`src/hw/rtl/apc_pkg.sv`:
```
// ----------------------------------------------------------------------------
// apc_pkg: shared types and constants of the articulation point counter
// Vertex width, controller states, the stack frame layout and the
// command and status groups between the controller and the datapath.
// ----------------------------------------------------------------------------
`default_nettype none

package apc_pkg;

    localparam int VTX_W            = 7;
    localparam int DEF_MAX_VERTICES = 64;

    // Input command codes
    localparam logic CMD_EDGE   = 1'b0;
    localparam logic CMD_FINISH = 1'b1;

    typedef logic [VTX_W-1:0] t_vtx;

    typedef enum logic [9:0] {
        S_CLEAR  = 10'b00_0000_0001,
        S_IDLE   = 10'b00_0000_0010,
        S_EDGE_A = 10'b00_0000_0100,
        S_EDGE_B = 10'b00_0000_1000,
        S_OUTER  = 10'b00_0001_0000,
        S_LOAD   = 10'b00_0010_0000,
        S_SCAN   = 10'b00_0100_0000,
        S_CHECK  = 10'b00_1000_0000,
        S_POP    = 10'b01_0000_0000,
        S_EMIT   = 10'b10_0000_0000
    } t_state;

    // One saved level of the depth-first walk
    typedef struct packed {
        t_vtx vertex;
        t_vtx cursor;
        t_vtx low;
        t_vtx disc;
        t_vtx parent;
    } t_frame;

    typedef struct packed {
        logic clear_step;
        logic edge_load;
        logic edge_wa;
        logic edge_wb;
        logic find_start;
        logic outer_next;
        logic root_start;
        logic row_load;
        logic scan_step;
        logic scan_hit;
        logic tree_push;
        logic back_edge;
        logic pop_root_end;
        logic pop_issue;
        logic pop_apply;
    } t_dp_cmd;

    typedef struct packed {
        logic clear_last;
        logic edge_ok;
        logic outer_over;
        logic outer_visited;
        logic u_over;
        logic row_hit;
        logic u_visited;
        logic sp_one;
    } t_dp_stat;

endpackage

`default_nettype wire

```
`src/hw/rtl/apc_ctrl.sv`:
```
// ----------------------------------------------------------------------------
// apc_ctrl: sequencer of the articulation point counter
// Steps through edge loads, the depth-first walk, result hand-off and the
// clearing sweep, issuing one group of datapath commands per cycle.
// ----------------------------------------------------------------------------
`default_nettype none

module apc_ctrl
    import apc_pkg::*;
(
    input  wire logic     i_clk,
    input  wire logic     i_rst_n,
    input  wire logic     i_valid,
    input  wire logic     i_cmd,
    output logic          o_stall,
    output logic          o_valid,
    input  wire logic     i_stall,
    input  wire t_dp_stat i_stat,
    output t_dp_cmd       o_cmd
);

    t_state r_state, n_state;

    always_comb begin
        n_state = r_state;
        o_cmd   = '0;
        unique case (r_state)
            S_CLEAR: begin
                o_cmd.clear_step = 1'b1;
                if (i_stat.clear_last) begin
                    n_state = S_IDLE;
                end
            end
            S_IDLE: begin
                if (i_valid) begin
                    if (i_cmd == CMD_FINISH) begin
                        o_cmd.find_start = 1'b1;
                        n_state          = S_OUTER;
                    end else if (i_stat.edge_ok) begin
                        o_cmd.edge_load = 1'b1;
                        n_state         = S_EDGE_A;
                    end
                end
            end
            S_EDGE_A: begin
                o_cmd.edge_wa = 1'b1;
                n_state       = S_EDGE_B;
            end
            S_EDGE_B: begin
                o_cmd.edge_wb = 1'b1;
                n_state       = S_IDLE;
            end
            S_OUTER: begin
                if (i_stat.outer_over) begin
                    n_state = S_EMIT;
                end else if (i_stat.outer_visited) begin
                    o_cmd.outer_next = 1'b1;
                end else begin
                    o_cmd.root_start = 1'b1;
                    n_state          = S_LOAD;
                end
            end
            S_LOAD: begin
                o_cmd.row_load = 1'b1;
                n_state        = S_SCAN;
            end
            S_SCAN: begin
                if (i_stat.u_over) begin
                    if (i_stat.sp_one) begin
                        o_cmd.pop_root_end = 1'b1;
                        n_state            = S_OUTER;
                    end else begin
                        o_cmd.pop_issue = 1'b1;
                        n_state         = S_POP;
                    end
                end else if (i_stat.row_hit) begin
                    o_cmd.scan_hit = 1'b1;
                    n_state        = S_CHECK;
                end else begin
                    o_cmd.scan_step = 1'b1;
                end
            end
            S_CHECK: begin
                if (!i_stat.u_visited) begin
                    o_cmd.tree_push = 1'b1;
                    n_state         = S_LOAD;
                end else begin
                    o_cmd.back_edge = 1'b1;
                    n_state         = S_SCAN;
                end
            end
            S_POP: begin
                o_cmd.pop_apply = 1'b1;
                n_state         = S_LOAD;
            end
            S_EMIT: begin
                if (!i_stall) begin
                    n_state = S_CLEAR;
                end
            end
            default: begin
                n_state = S_CLEAR;
            end
        endcase
    end

    assign o_stall = (r_state != S_IDLE);
    assign o_valid = (r_state == S_EMIT);

    always_ff @(posedge i_clk) begin
        if (!i_rst_n) begin
            r_state <= S_CLEAR;
        end else begin
            r_state <= n_state;
        end
    end

    emit_then_clear: assert property (@(posedge i_clk) disable iff (!i_rst_n)
        (o_valid && !i_stall) |=> (r_state == S_CLEAR))
        else $error("result taken without clearing the graph");

    edge_two_writes: assert property (@(posedge i_clk) disable iff (!i_rst_n)
        o_cmd.edge_load |=> o_cmd.edge_wa ##1 o_cmd.edge_wb)
        else $error("edge load did not write both rows");

    hit_then_check: assert property (@(posedge i_clk) disable iff (!i_rst_n)
        o_cmd.scan_hit |=> (o_cmd.tree_push || o_cmd.back_edge))
        else $error("neighbor found but not classified");

endmodule

`default_nettype wire
```
`config.mk`:
```
export PLATFORM = sky130hd
export DESIGN_NAME = apc_ctrl
export DESIGN_NICKNAME = d
export VERILOG_FILES = /design/src/hw/rtl/apc_pkg.sv /design/src/hw/rtl/apc_ctrl.sv
export SDC_FILE = /design/constraint.sdc
export NUM_CORES = 1
export LEC_CHECK = 0
export BUFFER_PORTS_ARGS = -buffer_cell sky130_fd_sc_hd__buf_2
export CAP_MARGIN = 10
export CORE_MARGIN = 2
export CORE_UTILIZATION = 35
export CTS_CLUSTER_DIAMETER = 100
export DETAILED_ROUTE_END_ITERATION = 8
export PLACE_DENSITY = 0.63
export SYNTH_ARGS = -nofsm -noshare
export SYNTH_HDL_FRONTEND = slang
export SYNTH_SLANG_ARGS = --single-unit
```
`constraint.sdc`:
```
create_clock -name i_clk -period 2.3 [get_ports i_clk]
set_input_delay 0.115 -clock i_clk [delete_from_list [all_inputs] [get_ports i_clk]]
set_output_delay 0.115 -clock i_clk [all_outputs]
set_load 0.02 [all_outputs]
```
==> results summary <==
The flow ran to the end, and the final reports show no timing, DRC or antenna violations. The post-detailed-route DRC marker count is 0. The post-synthesis to final-layout area growth came out at 27.5%.

For this run, the detailed router's first-pass iteration total came to 4. Timing would allow up to 0.474 GHz. The clock-pin transition on the worst setup and hold timing paths came out at 60 ps. Setup repair after global routing left no endpoint under its margin. The clock period minus final worst setup slack is 2110 ps.

The max-cap check violation count is 0. The largest net degree at the start of global routing is 10. The post-layout net count is 141. After synthesis, the cell types taking the most area are sky130_fd_sc_hd__dfxtp_1 27%, sky130_fd_sc_hd__nor3_1 6.0%, sky130_fd_sc_hd__nor3b_1 5.0%. TritonCTS built the clock tree. The detailed placer's ending HPWL is 1600 um. The net count after synthesis came out at 108.

The count of buffers added on input and output ports is 29. Tracing the worst setup path back leads to its startpoint at r_state[2]. The number of inserted diodes is 0. The routed length on met2 is 898 um.

The total routing resource utilization after global routing came out at 0.174. The layout cell share with drive strength beyond 1 is 0.325. The TritonCTS sink count came out at 10. In the layout the commonest cells are 29 x sky130_fd_sc_hd__buf_2, 10 x sky130_fd_sc_hd__dfxtp_1, 9 x sky130_fd_sc_hd__nor2_1, 9 x sky130_fd_sc_hd__nor3_1. The setup TNS after final layout came out at 0 ps. The total number of vias is 830. The normalized max-slew margin came out at 0.745.

For this configuration, the core starts out at a cell density of 0.376. The finished layout holds 153 standard cells, fillers aside. In this run the cell area of the synthesized design comes to 746 um2. The number of flip-flops under the largest register name came out at 10. The post-placement setup slack is 409 ps. The top cell type by total area after synthesis is sky130_fd_sc_hd__dfxtp_1. On the final layout, the worst clock skew is 5.26 ps.

The finished layout cell area came out at 951 um2. The register name with the most flops is r_state. The number of endpoints with negative hold slack in the final report is 0. The floorplan step defined a die boundary enclosing 2520 um2. The number of warnings issued by yosys is 0.

The worst reg-to-reg path cell count is 5. The largest registers in the layout are r_state: 10 flops. The CTS root buffer is sky130_fd_sc_hd__clkbuf_4. The die is 50.2 um wide.

The data arrival time of the critical path came out at 1990 ps. The register bit total from synthesis came out at 10. After floorplanning, the core was divided into 16 placement rows.

In this run, CTS created clock tree buffers numbering 3. The data required time at the worst endpoint is 2180 ps. The smallest setup slack after layout came out at 191 ps. The first routing iteration left 10 violations. The number of max-slew violations in the final report is 0. The multi-input combinational cell area came out at 519 um2.

The clock reaches the later pin of the worst-skew pair after 260 ps. Routability-driven placement finished with a final weighted congestion of 0.834. The per-cell routed wire length is 12.7 um. The number of buffers on the longest clock path is 2.

The endpoint class of the critical path is an output port. The number of different library cells in the post-synthesis netlist is 40. STA classifies the critical path startpoint as a register. After detailed placement, the design holds a cell count of 150. The deepest level of the CTS H-tree is 1.

The endpoint identified for the worst register-to-register timing path is r_state[5]. The placeable core region came out at 1980 um2. Detailed routing placed a total of 110 um of wire on met3.

The remaining global-route overflow is 0. The remaining antenna violation count after routing is 0. Setup violations remaining at the end of the flow were counted as 0.

The synthesized area per cell is 7.85 um2. For this design the ratio of total power to cell area is 650 nW/um2. The most common cell after layout, fill and taps aside is sky130_fd_sc_hd__buf_2. The most critical setup path has its endpoint at o_cmd[2]. The cell count after synthesis is 95. The number of antenna violations at the first check in global routing came out at 0. In the finished design, the share of the clock period the worst path needs comes to 0.917. The total cell area at the placement stage came out at 920 um2. The y dimension of the die is 50.2 um. The maximum VDD drop came out at 0.257 mV. The sequential-to-total area share from yosys stat came out at 0.268. After detailed routing, no signal wire sits above met4. Using the TritonRoute via totals, the vias-per-cell ratio works out to 5.42. The final layout contains routed wiring with a total length of 1940 um.

The worst hold-check path type is input port to register. The minimum setup slack among reg-to-reg paths came out at 390 ps. The category of the critical setup timing path is register to output port. The count of filler cells inserted in the layout is 205. The launch point of the worst reg-to-reg path is r_state[2]. The first-pass GRT wire length came out at 3260 um.

The number of global-route vias before repair is 772. The share of synthesized area in the top cell type comes to 0.268. The slew of the pin with the lowest slew margin is 379 ps. The overall power is 0.618 mW.

In the final layout, flip-flops and latches occupy 200 um2. In this run the static leakage power is 0.465 nW. The tightest hold margin came out at 40.7 ps. The total routed wire length on the met1 layer came out at 899 um. Of all nets on the critical path, the largest fanout is 8.

The final cell utilization of the core is 0.480. The top-level I/O count came out at 30.
==> repair_timing <==
item,CTS,global route
setup buffers,0,0
endpoints found under the setup margin,0,1
gates resized for setup,0,1
hold buffers,0,0
==> where the power goes <==
group / switching (mW) / internal, mW / leakage [nW]
registers: 0.0372 / 0.189 / 0.0811
logic: 0.148 / 0.125 / 0.370
clock network: 0.0576 / 0.0603 / 0.0138
==> Yosys cell counts <==
library cell / n
sky130_fd_sc_hd__a21oi_1: 2
sky130_fd_sc_hd__a21oi_2: 1
sky130_fd_sc_hd__a31oi_1: 1
sky130_fd_sc_hd__and2_1: 3
sky130_fd_sc_hd__and3_1: 2
sky130_fd_sc_hd__and3b_1: 1
sky130_fd_sc_hd__and4b_1: 1
sky130_fd_sc_hd__and4bb_2: 1
sky130_fd_sc_hd__buf_2: 1
sky130_fd_sc_hd__buf_4: 1
sky130_fd_sc_hd__dfxtp_1: 10
sky130_fd_sc_hd__inv_1: 6
sky130_fd_sc_hd__nand2_1: 6
sky130_fd_sc_hd__nand2b_1: 2
sky130_fd_sc_hd__nand2b_4: 1
sky130_fd_sc_hd__nand3_1: 5
sky130_fd_sc_hd__nand3b_1: 1
sky130_fd_sc_hd__nand4_1: 2
sky130_fd_sc_hd__nand4b_1: 1
sky130_fd_sc_hd__nor2_1: 9
sky130_fd_sc_hd__nor2b_1: 2
sky130_fd_sc_hd__nor3_1: 9
sky130_fd_sc_hd__nor3b_1: 5
sky130_fd_sc_hd__nor4_1: 4
sky130_fd_sc_hd__nor4_2: 1
sky130_fd_sc_hd__nor4b_2: 1
sky130_fd_sc_hd__o2111ai_1: 1
sky130_fd_sc_hd__o21ai_0: 3
sky130_fd_sc_hd__o21ai_1: 1
sky130_fd_sc_hd__o22ai_1: 1
sky130_fd_sc_hd__o311a_4: 1
sky130_fd_sc_hd__o311ai_0: 1
sky130_fd_sc_hd__o31a_1: 1
sky130_fd_sc_hd__or2b_1: 1
sky130_fd_sc_hd__or3_4: 1
sky130_fd_sc_hd__or4_1: 1
sky130_fd_sc_hd__or4_4: 1
sky130_fd_sc_hd__or4b_1: 1
sky130_fd_sc_hd__xnor2_1: 1
sky130_fd_sc_hd__xor2_1: 1
==> worst max-delay path: stages (launching register included) <==
cell	delay, ps
sky130_fd_sc_hd__dfxtp_1	380
sky130_fd_sc_hd__or4_4	590
sky130_fd_sc_hd__nor4b_2	350
sky130_fd_sc_hd__and3_1	240
sky130_fd_sc_hd__buf_2	180
==> layout make-up <==
class,instances,share of cell area
Inverter,6,0.0237
Tap cell,27,0.0355
Sequential cell,10,0.211
Multi-Input combinational cell,77,0.546
Timing Repair Buffer,30,0.161
Clock buffer,3,0.0237
==> worst min-delay path by stage <==
stage	cells after the start	slack [ps]	startpoint	to
finish	2	40	i_stat[0]	r_state[8]
global route	2	20	i_stat[0]	r_state[8]
CTS	2	30	i_stat[0]	r_state[8]
detailed placement	2	310	i_stat[0]	r_state[8]
global placement	2	310	i_stat[0]	r_state[8]
floorplan	1	190	i_stat[0]	r_state[8]
==> cell families after synthesis <==
family / after synthesis / synth area share
xor gates and xnor gates: 2 / 0.0235
AOI/OAI and AO/OA: 13 / 0.133
and+or+nand+nor: 62 / 0.528
buffers and inverters: 8 / 0.0470
DFF: 10 / 0.268
==> layer usage <==
layer | track usage | vias up
li1 | - | 418
met4 | 0.0926 | 0
met1 | 0.218 | 382
met2 | 0.257 | 26
met5 | 0 | -
met3 | 0.0625 | 4
Power figures use the tool's default switching activity.
